===== src/sorted_merge_dedup_or_macros.svh =====
// ----------------------------------------------------------------------------
// Assertion macros for the sorted merge block
// Immediate-consequence and next-cycle implication checks on clk / rst_n.
// ----------------------------------------------------------------------------
`ifndef SORTED_MERGE_DEDUP_OR_MACROS_SVH
`define SORTED_MERGE_DEDUP_OR_MACROS_SVH

// Check that cons holds in the same cycle as ante.
`define SMDO_ASSERT_IMP(lbl, ante, cons, msg) \
  lbl: assert property (@(posedge clk) disable iff (!rst_n) (ante) |-> (cons)) \
    else $error(msg);

// Check that cons holds in the cycle after ante.
`define SMDO_ASSERT_NXT(lbl, ante, cons, msg) \
  lbl: assert property (@(posedge clk) disable iff (!rst_n) (ante) |=> (cons)) \
    else $error(msg);

`endif


===== src/smdo_pkg.sv =====
// ----------------------------------------------------------------------------
// smdo_pkg
// Shared types and constants for the two-way sorted merge with duplicate union.
// ----------------------------------------------------------------------------
package smdo_pkg;

  // Width of each key and colour field on the stream ports
  localparam int FIELD_W     = 64;
  localparam int KEY_W_DEF   = 64;
  localparam int COLOR_W_DEF = 64;
  localparam int SHIFT_W     = 6;

  localparam logic [SHIFT_W-1:0] SHIFT_RST = 6'd2;

  typedef enum logic [1:0] {
    REQ_REC_A = 2'd0,
    REQ_REC_B = 2'd1,
    REQ_END_A = 2'd2,
    REQ_END_B = 2'd3
  } req_type_t;

  typedef enum logic [1:0] {
    NEED_A    = 2'd0,
    NEED_B    = 2'd1,
    NEED_DONE = 2'd2
  } need_t;

endpackage


===== src/sorted_merge_dedup_or.sv =====
// Latency: a result item is presented in the cycle after its input item is accepted.
// Throughput: one item per cycle unless the output stalls; one key compare, one B
//   colour shift and one OR/equality fold sit between the state and output registers.
// The output register accepts a new item whenever it is empty or being drained.
// Reset (synchronous, rst_n low) empties both head slots and the pending record,
//   clears both end flags and the output valid flag, and sets color_shift to 2.
// ----------------------------------------------------------------------------
// sorted_merge_dedup_or
// Merges two ascending (key, colour) streams into one, OR-ing colours of equal
// keys, with stream B colours shifted left by a configurable amount.
// ----------------------------------------------------------------------------
`include "sorted_merge_dedup_or_macros.svh"

module sorted_merge_dedup_or #(
  parameter int KEY_WIDTH   = smdo_pkg::KEY_W_DEF,
  parameter int COLOR_WIDTH = smdo_pkg::COLOR_W_DEF
) (
  input  logic                             clk,
  input  logic                             rst_n,
  // configuration: color_shift
  input  logic                             cfg_valid,
  output logic                             cfg_ready,
  input  logic [smdo_pkg::SHIFT_W-1:0]     cfg_data,
  // input items
  input  logic                             in_tvalid,
  output logic                             in_tready,
  input  logic [2*smdo_pkg::FIELD_W-1:0]   in_tdata,   // rec_key [63:0], rec_color [127:64]
  input  logic [1:0]                       in_tuser,   // req_type [1:0]
  // result items
  output logic                             out_tvalid,
  input  logic                             out_tready,
  output logic [2*smdo_pkg::FIELD_W-1:0]   out_tdata,  // out_key [63:0], out_color [127:64]
  output logic                             out_tlast,  // out_last
  output logic [2:0]                       out_tuser   // out_valid [0], need_source [2:1]
);
  import smdo_pkg::*;

  // --------------------------------------------------------------------------
  // State
  // --------------------------------------------------------------------------
  logic [SHIFT_W-1:0]     shift_r;

  logic [KEY_WIDTH-1:0]   ha_key_r,   ha_key_nxt;
  logic [COLOR_WIDTH-1:0] ha_col_r,   ha_col_nxt;
  logic                   ha_full_r,  ha_full_nxt;
  logic [KEY_WIDTH-1:0]   hb_key_r,   hb_key_nxt;
  logic [COLOR_WIDTH-1:0] hb_col_r,   hb_col_nxt;
  logic                   hb_full_r,  hb_full_nxt;
  logic                   a_end_r,    a_end_nxt;
  logic                   b_end_r,    b_end_nxt;
  logic [KEY_WIDTH-1:0]   pend_key_r, pend_key_nxt;
  logic [COLOR_WIDTH-1:0] pend_col_r, pend_col_nxt;
  logic                   pend_full_r, pend_full_nxt;

  // Output register
  logic                   out_vld_r;
  logic                   out_rec_r,  out_rec_nxt;
  logic                   out_last_r, out_last_nxt;
  logic [KEY_WIDTH-1:0]   out_key_r,  out_key_nxt;
  logic [COLOR_WIDTH-1:0] out_col_r,  out_col_nxt;
  need_t                  need_r,     need_nxt;

  // Step working signals
  logic                   in_acc;
  req_type_t              req;
  logic [KEY_WIDTH-1:0]   in_key;
  logic [COLOR_WIDTH-1:0] in_col;
  logic                   pop_a, pop_b;
  logic                   eq_a, eq_b, pop_eq;
  logic [KEY_WIDTH-1:0]   pop_key;
  logic [COLOR_WIDTH-1:0] pop_col;
  logic                   emit_rec, emit_last, done;
  logic [KEY_WIDTH-1:0]   emit_key;
  logic [COLOR_WIDTH-1:0] emit_col;

  // --------------------------------------------------------------------------
  // Handshakes: the output register parts the two sides, so take a new item
  // whenever the register is empty or its item leaves this cycle.
  // --------------------------------------------------------------------------
  assign cfg_ready = 1'b1;
  assign in_tready = !out_vld_r || out_tready;
  assign in_acc    = in_tvalid && in_tready;

  assign req    = req_type_t'(in_tuser);
  assign in_key = in_tdata[KEY_WIDTH-1:0];
  assign in_col = in_tdata[FIELD_W +: COLOR_WIDTH];

  // --------------------------------------------------------------------------
  // One merge step
  // --------------------------------------------------------------------------
  always_comb begin
    ha_key_nxt    = ha_key_r;
    ha_col_nxt    = ha_col_r;
    ha_full_nxt   = ha_full_r;
    hb_key_nxt    = hb_key_r;
    hb_col_nxt    = hb_col_r;
    hb_full_nxt   = hb_full_r;
    a_end_nxt     = a_end_r;
    b_end_nxt     = b_end_r;
    pend_key_nxt  = pend_key_r;
    pend_col_nxt  = pend_col_r;
    pend_full_nxt = pend_full_r;
    pop_a         = 1'b0;
    pop_b         = 1'b0;
    eq_a          = 1'b0;
    eq_b          = 1'b0;
    pop_eq        = 1'b0;
    pop_key       = ha_key_r;
    pop_col       = ha_col_r;
    emit_rec      = 1'b0;
    emit_last     = 1'b0;
    emit_key      = pend_key_r;
    emit_col      = pend_col_r;
    done          = 1'b0;
    need_nxt      = NEED_DONE;

    if (in_acc) begin
      // Load a head slot or mark a stream ended; records into a full head
      // or after their end marker are dropped.
      case (req)
        REQ_REC_A: begin
          if (!ha_full_r && !a_end_r) begin
            ha_key_nxt  = in_key;
            ha_col_nxt  = in_col;
            ha_full_nxt = 1'b1;
          end
        end
        REQ_REC_B: begin
          if (!hb_full_r && !b_end_r) begin
            hb_key_nxt  = in_key;
            hb_col_nxt  = in_col << shift_r;
            hb_full_nxt = 1'b1;
          end
        end
        REQ_END_A: a_end_nxt = 1'b1;
        default:   b_end_nxt = 1'b1;
      endcase

      // Pick the head to pop: smaller key, B on a tie; pass through once the
      // other stream has ended empty.
      if (ha_full_nxt && hb_full_nxt) begin
        if (ha_key_nxt < hb_key_nxt) pop_a = 1'b1;
        else                         pop_b = 1'b1;
      end else if (ha_full_nxt && b_end_nxt) begin
        pop_a = 1'b1;
      end else if (hb_full_nxt && a_end_nxt) begin
        pop_b = 1'b1;
      end

      // Compare both heads against pending in parallel with the pop choice
      eq_a    = (pend_key_r == ha_key_nxt);
      eq_b    = (pend_key_r == hb_key_nxt);
      pop_eq  = pop_a ? eq_a : eq_b;
      pop_key = pop_a ? ha_key_nxt : hb_key_nxt;
      pop_col = pop_a ? ha_col_nxt : hb_col_nxt;

      if (pop_a) ha_full_nxt = 1'b0;
      if (pop_b) hb_full_nxt = 1'b0;

      // Fold the popped record: merge colours on a repeated key, else emit
      // the pending record and hold the popped one instead.
      if (pop_a || pop_b) begin
        if (pend_full_r && pop_eq) begin
          pend_col_nxt = pend_col_r | pop_col;
        end else begin
          emit_rec      = pend_full_r;
          pend_key_nxt  = pop_key;
          pend_col_nxt  = pop_col;
          pend_full_nxt = 1'b1;
        end
      end

      // Flush the final record once both streams are drained; if this step
      // already emitted, the flush waits for the next step.
      done = a_end_nxt && b_end_nxt && !ha_full_nxt && !hb_full_nxt;
      if (done && !emit_rec && pend_full_nxt) begin
        emit_key      = pend_key_nxt;
        emit_col      = pend_col_nxt;
        emit_rec      = 1'b1;
        emit_last     = 1'b1;
        pend_full_nxt = 1'b0;
      end

      if (!done) begin
        if (!ha_full_nxt && !a_end_nxt)      need_nxt = NEED_A;
        else if (!hb_full_nxt && !b_end_nxt) need_nxt = NEED_B;
      end
    end

    out_rec_nxt  = emit_rec;
    out_last_nxt = emit_last;
    out_key_nxt  = emit_rec ? emit_key : '0;
    out_col_nxt  = emit_rec ? emit_col : '0;
  end

  // --------------------------------------------------------------------------
  // Registers
  // --------------------------------------------------------------------------
  always_ff @(posedge clk) begin
    if (!rst_n) begin
      shift_r     <= SHIFT_RST;
      ha_full_r   <= 1'b0;
      hb_full_r   <= 1'b0;
      a_end_r     <= 1'b0;
      b_end_r     <= 1'b0;
      pend_full_r <= 1'b0;
      out_vld_r   <= 1'b0;
    end else begin
      if (cfg_valid && cfg_ready) shift_r <= cfg_data;
      ha_full_r   <= ha_full_nxt;
      hb_full_r   <= hb_full_nxt;
      a_end_r     <= a_end_nxt;
      b_end_r     <= b_end_nxt;
      pend_full_r <= pend_full_nxt;
      if (in_acc)          out_vld_r <= 1'b1;
      else if (out_tready) out_vld_r <= 1'b0;
    end
  end

  // Payload: heads and pending hold whenever no item arrives
  always_ff @(posedge clk) begin
    ha_key_r   <= ha_key_nxt;
    ha_col_r   <= ha_col_nxt;
    hb_key_r   <= hb_key_nxt;
    hb_col_r   <= hb_col_nxt;
    pend_key_r <= pend_key_nxt;
    pend_col_r <= pend_col_nxt;
    if (in_acc) begin
      out_rec_r  <= out_rec_nxt;
      out_last_r <= out_last_nxt;
      out_key_r  <= out_key_nxt;
      out_col_r  <= out_col_nxt;
      need_r     <= need_nxt;
    end
  end

  // --------------------------------------------------------------------------
  // Result port
  // --------------------------------------------------------------------------
  assign out_tvalid = out_vld_r;
  assign out_tdata  = {FIELD_W'(out_col_r), FIELD_W'(out_key_r)};
  assign out_tlast  = out_last_r;
  assign out_tuser  = {need_r, out_rec_r};

  // --------------------------------------------------------------------------
  // Assertions
  // --------------------------------------------------------------------------
  `SMDO_ASSERT_IMP(a_heads_never_both_full, 1'b1, !(ha_full_r && hb_full_r), "both heads held full")
  `SMDO_ASSERT_NXT(a_result_held, out_vld_r && !out_tready, out_vld_r && $stable(out_tdata), "result item changed while stalled")
  `SMDO_ASSERT_IMP(a_last_is_record, out_vld_r && out_last_r, out_rec_r, "last flag without record")
  `SMDO_ASSERT_NXT(a_final_clears_pending, in_acc && emit_last, !pend_full_r, "pending kept after final")

endmodule


===== config.mk =====
export PLATFORM = sky130hd
export DESIGN_NAME = sorted_merge_dedup_or
export DESIGN_NICKNAME = d
export VERILOG_FILES = /design/src/smdo_pkg.sv /design/src/sorted_merge_dedup_or.sv
export VERILOG_INCLUDE_DIRS = /design/src /design/src/src
export SDC_FILE = /design/constraint.sdc
export NUM_CORES = 1
export LEC_CHECK = 0
export BUFFER_PORTS_ARGS = -buffer_cell sky130_fd_sc_hd__buf_2
export CORE_UTILIZATION = 60
export DETAILED_ROUTE_END_ITERATION = 8
export GPL_ROUTABILITY_DRIVEN = 0
export PLACE_DENSITY = 0.8
export SKIP_CTS_REPAIR_TIMING = 1
export SYNTH_ARGS = -nofsm -noshare
export SYNTH_HDL_FRONTEND = slang
export SYNTH_SLANG_ARGS = --single-unit

===== constraint.sdc =====
create_clock -name clk -period 21.7 [get_ports clk]
set_clock_uncertainty 0.15 [all_clocks]
set_input_delay 4.34 -clock clk [delete_from_list [all_inputs] [get_ports clk]]
set_output_delay 4.34 -clock clk [all_outputs]
set_load 0.02 [all_outputs]

; Yosys cells after proc, flatten, opt, wreduce, memory -nomap -nowiden
; Index checks and enable logic that the tools add are counted.
[totals]
inputBits = 141
regBits = 528
out_inout_bits = 135
elab_cells = 114
[classes]
shift = 1
n_bitwise = 1
n_mux = 58
eq_ne = 4
reduce_logical = 30
order_cmp = 1
[ops]
columns = op, count
row1 = $mux W64, 20
row2 = $eq A64 B64 Y1, 2
row3 = $lt A64 B64 Y1, 1
row4 = $or A64 B64 Y64, 1
row5 = $shl A64 B6 Y64, 1
row6 = $mux W1, 36
row7 = $logic_and A1 B1 Y1, 14
row8 = $logic_not A1 Y1, 10
row9 = $mux W2, 2
row10 = $reduce_or A3 Y1, 1
row11 = $eq A2 B1 Y1 const B, 1
row12 = $eq A2 B2 Y1 const B, 1
row13 = $logic_not A2 Y1, 1
row14 = $logic_or A1 B1 Y1, 2
row15 = $reduce_bool A2 Y1, 1
row16 = $reduce_or A2 Y1, 1

; Logic depth before layout (Yosys ltp)
; Gate-level depths: netlist of run 1.
[depth]
word_depth = 19
mapped_depth = 27

; Least setup slack after synthesis of run 1
; OpenSTA, ideal clock, no wires.
[synth_timing]
kind = input-to-reg
start = in out_tready
end = reg out_col_r[45], data pin
arrival_time_ns = 20.189
setup_slack_ns = 1.149
required_ns = 21.338
cell_stages = 5
setup_ns = 0.212
cell_sequence = nand2b_1 > nand2_1 > inv_1 > clkbuf_1 > o31a_1
[synth_via]
elab_chain_cells = 3
[synth_rtl]
columns = element, line
row1 = from (decl), sorted_merge_dedup_or.sv:31  ; input logic out_tready,
row2 = $logic_or A1 B1 Y1, sorted_merge_dedup_or.sv:81  ; assign in_tready = !out_vld_r || out_tready;
row3 = $logic_and A1 B1 Y1, sorted_merge_dedup_or.sv:82  ; assign in_acc = in_tvalid && in_tready;
row4 = net in_acc, sorted_merge_dedup_or.sv:64  ; logic in_acc;
row5 = $mux W1, sorted_merge_dedup_or.sv:117  ; if (in_acc) begin
row6 = to (signal assigned), sorted_merge_dedup_or.sv:232  ; out_col_r <= out_col_nxt;
row7 = to (decl), sorted_merge_dedup_or.sv:60  ; logic [COLOR_WIDTH-1:0] out_col_r, out_col_nxt;
; The timed path passes the listed nets, and every way through them passes these cells.
; A chain may end at the register's enable or synchronous reset.

; Worst setup path after layout of run 1
[layout_timing]
start = in in_tuser[1]
end = reg out_key_r[21], data pin
[layout_via]
elab_chain_cells = 18
word_cells_on_any_way = 58
cone_classes = 1 x order compare / 4 x eq/ne / 38 x mux / 15 x reduce/logical
[layout_rtl]
columns = element, line
row1 = from (decl), sorted_merge_dedup_or.sv:28  ; input logic [1:0] in_tuser,
row2 = branches (longest 18 deep; another with $lt A64 B64 Y1), -
row3 = to (signal assigned), sorted_merge_dedup_or.sv:231  ; out_key_r <= out_key_nxt;
row4 = to (decl), sorted_merge_dedup_or.sv:59  ; logic [KEY_WIDTH-1:0] out_key_r, out_key_nxt;
; Several ways; the timed one is not identified. The select of a mux whose other input is x is not followed.

==> reports/metrics.cfg, run 1 <==
[timing]
setup_ws_ns = 7.897
finalCriticalPeriod_ns = 13.80
timing.hold.ws_ns = 0.4065
slew_viol_final = 1
setup_violations = 0
tightest_slew_ns = 1.493
period_share = 0.6361
setup_tns_ns = 0
timing_hold_violations_final = 0
max_freq_ghz = 0.07245
rsz0062_at_grt = no
relSlewSlack = -0.009492

[worst_setup_path]
slowest_stage = buf_4
cpMostUsedCell = buf_4
cp.required_ns = 21.89
cpLargestDelayFamily = buffers and inverters
cp-start-kind = primary input
r2r_slack_ns = 11.29
crit_arrival_ns = 14.00
cp-end-kind = register
r2r-start = a_end_r
worstSetupPathType = in2reg
path_max_fanout = 102
crit_chain = buf_2 > nor4_4 > buf_4 > buf_4 > mux2_2 > ha_1 > a21oi_1 > o21ai_0 > a211oi_1 > nand4_1 > o2111ai_4 > buf_4 > buf_4 > and3_2 > o211a_4 > buf_4 > inv_1 > nor3_2 > buf_4 > buf_4 > mux2i_1 > nor3_1
critPathLaunch = in_tuser[1]
critical-path-max-stage-delay_ns = 0.98
cp.buffers_inverters = 9

[routing]
wl_per_cell_um = 24.38
drc = 1
vias = 27700
first_iter_violations = 4285
routed_wl_mm = 98.50
antenna_left = 0
avgViaCountPerCell = 6.855
dr.pass1.iters = 9

[yosys]
synth_edf_count = 516
synth-main-ff-cell = edfxtp_1
netlist_area_um2 = 32990
synth_area_leaders = edfxtp_1, nand2_1, mux2_2, mux2i_1, mux4_2
syn_inst = 3191
synth_top_area_cell = edfxtp_1
synth-seq-area-share = 0.4769
ys_ff_latch = 528
synth.avg_cell_area_um2 = 10.34
synth_nets = 3393
async_flop_share = 0
synth_cell_types = 65
synth_top_cell_area_share = 0.4696
synth_warnings = 0

[global_route]
met3_usage = 0.07741
antenna_found_initial = 7
overflow = 0
grtUsageMet1 = 0.4344
grt_usage = 0.3451
grt_pass1_wl_mm = 150.8
grtUsageMet2 = 0.5512
grt-busiest-layer = met2
grt_pass1_vias = 26300
grt_max_degree = 218

[flow_run]
drv_cap = 1

[clock_tree]
cts_made_buffers = 55
clkLatencyLatePin_ns = 0.64
cts_num_sinks = 528
ctsRootBufferMaster = clkbuf_16
clkSlewWorstSetupHoldPaths_ns = 0.06
clock_path_buffers = 3
h-tree-depth = 2
cts_tree = built

[cells_and_area]
final_common_cell = nand2_1
final_cell_mix = nand2_1, edfxtp_1, buf_2
nFillCells = 4051
regArea_um2 = 15740
finalNonFillerCells = 4040
multiInputGateArea_um2 = 15880
drive_gt1_frac = 0.1945
final_nets = 3498
final_area_um2 = 36430
syn_to_final_growth_pct = 10.42
final_util = 0.6743

[placed_design]
place_area_um2 = 34540
hpwl_mm = 64.60
dp_slack_ns = 7.549
numPortBuffers = 274
place_inst = 3935

[floorplanning]
die_w_um = 236.5
die_area_um2 = 55930
coreArea_um2 = 54030
fp.dieH_um = 236.5
num_io_pins = 276
rows = 85
initial_core_util = 0.6107

[status]
status = complete, but fails checks
violations = DRC, capacitance limit, slew limit

[hold_path]
min_from = ha_col_r[45]
min_path_type = reg2reg

[power]
powerDensity_nw_per_um2 = 79.79
leakagePower_nw = 13.94
total_power_mw = 2.907
vdd_drop_max_v = 0.00005911

==> cell families after synthesis <==
| family | Yosys count | synth area share |
|---|---|---|
| AOI/OAI and AO/OA | 652 | 0.1365 |
| adders and majority gates | 61 | 0.02313 |
| and+or+nand+nor | 1167 | 0.1603 |
| muxes | 419 | 0.1576 |
| other | 1 | 0.0001137 |
| buffers and inverters | 363 | 0.04536 |
| DFF | 528 | 0.4769 |
==> Yosys cell counts, types with 5 or more instances <==
master and count:
o31a_1 27, a21o_1 52, mux4_2 56, nand2_1 540
a211oi_1 26, edfxtp_1 516, a22oi_1 8, nand4_1 91
buf_6 9, o221ai_1 6, mux2_2 156, mux2i_1 142
nand3_1 105, inv_1 97, a21oi_1 142, mux2_4 5
buf_1 33, mux2_1 59, and2_1 11, a221o_1 7
nor2_1 180, ha_1 61, nand2b_1 70, o21ai_1 11
a22o_1 31, o211ai_1 103, o21ai_0 91, a32o_1 63
dfxtp_1 12, o22ai_1 10, a31oi_1 48, and3_1 34
nor2b_1 17, buf_2 38, nor3_1 100, clkbuf_1 180
buf_4 5, a21boi_0 6
==> sequential cells by signal, summed over array words and instances, names as in the netlist, 2 cells and up <==
name        flops
hb_key_r       64
out_key_r      64
hb_col_r       64
shift_r         6
out_col_r      64
pend_key_r     64
need_r          2
pend_col_r     64
ha_col_r       64
ha_key_r       64
==> layout make-up <==
cell class                 instances  share of cell area
inverter                          98             0.01030
clock buffer                      67             0.04101
timing repair buffer             313             0.04602
tap                              696             0.02390
clock inverter                    36             0.01068
antenna                            2           0.0001374
sequential                       528              0.4321
multi-input combinational       2300              0.4358
==> worst min-delay path, stage by stage (launching register included) <==
cell	delay, ns
edfxtp_1	0.32
mux2i_1	0.08
inv_1	0.06
==> routing by layer <==
layer,vias up,part of all wire
met5,-,0.00074
met4,12,0.062
met3,343,0.11
met2,1862,0.47
met1,13280,0.36
li1,12200,-
==> path summary, 6_finish.rpt <==
kind	end	cells after the start
worst max-delay path	out_key_r[21]	22
worst min-delay path	ha_col_r[45]	2
worst max register to register	out_key_r[21]	21
worst min register to register	ha_col_r[45]	2
==> report_power, final <==
group | switching, mW | leakage, nW | internal [mW]
sequential | 0.0447 | 5.17 | 1.23
clock | 0.419 | 0.924 | 0.584
combinational | 0.400 | 7.84 | 0.226
total | 0.864 | 13.9 | 2.04
Note: power is estimated with default switching activity, not from simulation.
==> run 2: changes to the inputs <==
- ABC_AREA: default -> 1
- clock period: 21.7 -> 13.87 ns (I/O delays scaled with it)
==> run 2 against run 1 <==
  * Register-to-register slack worse by 6.9 ns
  * Count of clock-buffer cells in the layout rose by 8
  * Clock power grew 42%
  * Synthesized cell count increased by 22%
  * The run ends with DRC left
  * Highest routed layer unchanged
  * Cell count up 18%
==> reports/metrics.cfg, run 2 <==
[placed_design]
numPortBuffers = 274  ; unchanged
place_area_um2 = 32910  ; -4.7%
hpwl_mm = 57.23  ; -11%
dp_slack_ns = 2.066  ; -5.483 ns

[clock_tree]
clock_path_buffers = 3  ; unchanged
h-tree-depth = 2  ; unchanged
cts_tree = built
cts_num_sinks = 528  ; unchanged
ctsRootBufferMaster = clkbuf_16
clkSlewWorstSetupHoldPaths_ns = 0.06  ; about the same
cts_made_buffers = 56  ; +1.8%
clkLatencyLatePin_ns = 0.62  ; -0.02 ns

[timing]
setup_violations = 0  ; unchanged
rsz0062_at_grt = no
tightest_slew_ns = 1.137  ; -0.3559 ns
relSlewSlack = 0.2418  ; +0.2513
max_freq_ghz = 0.08726
finalCriticalPeriod_ns = 11.46
period_share = 0.8262
slew_viol_final = 0  ; -1
setup_tns_ns = 0  ; unchanged
setup_ws_ns = 2.410  ; -5.486 ns
timing_hold_violations_final = 0  ; unchanged

[worst_setup_path]
r2r_slack_ns = 4.35  ; -6.94 ns
worstSetupPathType = in2reg
cp-end-kind = register
worstRegToRegCells = 30  ; +43%
slowest_stage = nand3_4
r2r-end = out_col_r[42]
cp-start-kind = primary input
cpMostUsedCell = nand2_1
path_max_fanout = 100  ; -2.0%
r2r-start = a_end_r
critical-path-max-stage-delay_ns = 1.01  ; +0.03 ns
cp.required_ns = 14.08  ; -7.81 ns
crit_arrival_ns = 11.67  ; -2.33 ns
critPathLaunch = in_tuser[1]

[cells_and_area]
regArea_um2 = 15740  ; about the same
final_area_um2 = 34610  ; -5.0%
multiInputGateArea_um2 = 12940  ; -18%
drive_gt1_frac = 0.1173  ; -0.07721
final_common_cell = nand2_1
syn_to_final_growth_pct = 10.40  ; about the same
final_util = 0.6718  ; -0.002508
nFillCells = 4316  ; +6.5%
final_cell_mix = nand2_1, edfxtp_1, o21ai_0
final_nets = 4227  ; +21%

[floorplanning]
coreArea_um2 = 51510  ; -4.7%
rows = 83  ; -2.4%
die_w_um = 230.6  ; -2.5%
fp.dieH_um = 230.6  ; -2.5%
initial_core_util = 0.6085  ; -0.002145
die_area_um2 = 53160  ; -5.0%
num_io_pins = 276  ; unchanged

[yosys]
yosysMostFrequentCell = nand2_1
synth_top_cell_area_share = 0.4943  ; +0.02469
synth-main-ff-cell = edfxtp_1
netlist_area_um2 = 31350  ; -5.0%
ys_ff_latch = 528  ; unchanged
synth-seq-area-share = 0.5020  ; +0.02507
synth.avg_cell_area_um2 = 8.048  ; -22%
syn_inst = 3895  ; +22%
synth_edf_count = 516  ; unchanged
synth_commonest_cells = nand2_1, edfxtp_1, o21ai_0
synth_top_area_cell = edfxtp_1
synth_area_leaders = edfxtp_1, nand2_1, o21ai_0, inv_1, nand3_1
synth_cell_types = 42  ; -35%
async_flop_share = 0  ; unchanged
synth_nets = 4097  ; +21%
synth_warnings = 0  ; unchanged

[hold_path]
min_from = ha_full_r
min_path_type = reg2reg
hold_end = ha_full_r
holdPathStages = 2  ; unchanged

[routing]
avgViaCountPerCell = 5.737  ; -16%
antenna_left = 0  ; unchanged
drc = 1  ; unchanged
first_iter_violations = 3071  ; -28%
vias = 27260  ; -1.6%
dr.pass1.iters = 9  ; unchanged
routed_wl_mm = 86.14  ; -13%
wl_per_cell_um = 18.13  ; -26%

[power]
total_power_mw = 4.510  ; +55%
powerDensity_nw_per_um2 = 130.3  ; +63%
vdd_drop_max_v = 0.0001050  ; +78%
leakagePower_nw = 16.20  ; +16%

[global_route]
overflow = 0  ; unchanged
grt_usage = 0.3205  ; -0.02457
grt_pass1_wl_mm = 134.8  ; -11%
grt_max_degree = 193  ; -11%
antenna_found_initial = 8  ; +1
grt_pass1_vias = 24900  ; -5.3%

[status]
status = complete, but fails checks
violations = DRC

[flow_run]
drv_cap = 0  ; -1

run 2: changes by cell type after synthesis, sizes merged, moves of 89 or more:
cell | before | now
nand3 | 105 | 194
mux2i | 143 | 52
inv | 98 | 449
o21ai | 102 | 474
nand2 | 540 | 1232
nor3 | 100 | 6
mux2 | 220 | 0
run 2: stage by stage:
step,instances,hold WS (ns)
CTS,4747,0.3402
global placement,4647,0.3286
floorplan,3895,0.2942
detailed placement,4647,0.3304
finish,4752,0.3397
global route,4750,0.3579
run 2: critical path, delay by kind of cell:
family / cells / cell delay (ns)
buf+inv: 7 / 3.08
compound gates: 1 / 0.31
simple gates: 22 / 5.00
fa+ha+maj: 1 / 0.33
run 2: how the worst max path moves through the flow:
stage / end / slack [ns]
after floorplan: ha_col_r[0] / 2.30
after detailed placement: out_col_r[42] / 2.07
after global placement: out_col_r[52] / 2.25
after global routing: out_col_r[40] / 1.59
after CTS: out_col_r[42] / 2.65
final: out_col_r[42] / 2.41
run 2: cell type report:
| class | count | share of cell area |
|---|---|---|
| Timing Repair Buffer | 310 | 0.04816 |
| Antenna cell | 5 | 0.0003616 |
| Clock buffer | 75 | 0.04346 |
| Sequential cell | 528 | 0.4548 |
| Tap cell | 680 | 0.02459 |
| Multi-Input combinational cell | 2674 | 0.3741 |
| Inverter | 455 | 0.04946 |
| Clock inverter | 25 | 0.005134 |
run 2: power by group:
group | leakage, nW | internal [mW] | switching (mW) | total (mW)
clock network | 0.819 | 0.793 | 0.624 | 1.42
logic | 10.2 | 0.321 | 0.730 | 1.05
registers | 5.15 | 1.97 | 0.0734 | 2.04
run 2: logic make-up after synthesis:
group                      Yosys count  synth area share
other                                1         0.0001196
DFF                                528            0.5020
AOI/OAI and AO/OA                  707            0.1199
adders and majority gates           61           0.02435
and+or+nand+nor                   1853            0.2503
buffers and inverters              693           0.08674
muxes                               52           0.01661
run 2: metal layers:
metal,GRT usage,wire length (um),vias up
met5,0,16,-
met1,0.4379,34990,12570
li1,-,-,13230
met2,0.5206,40540,1274
met4,0.1209,3126,4
met3,0.04447,7466,192
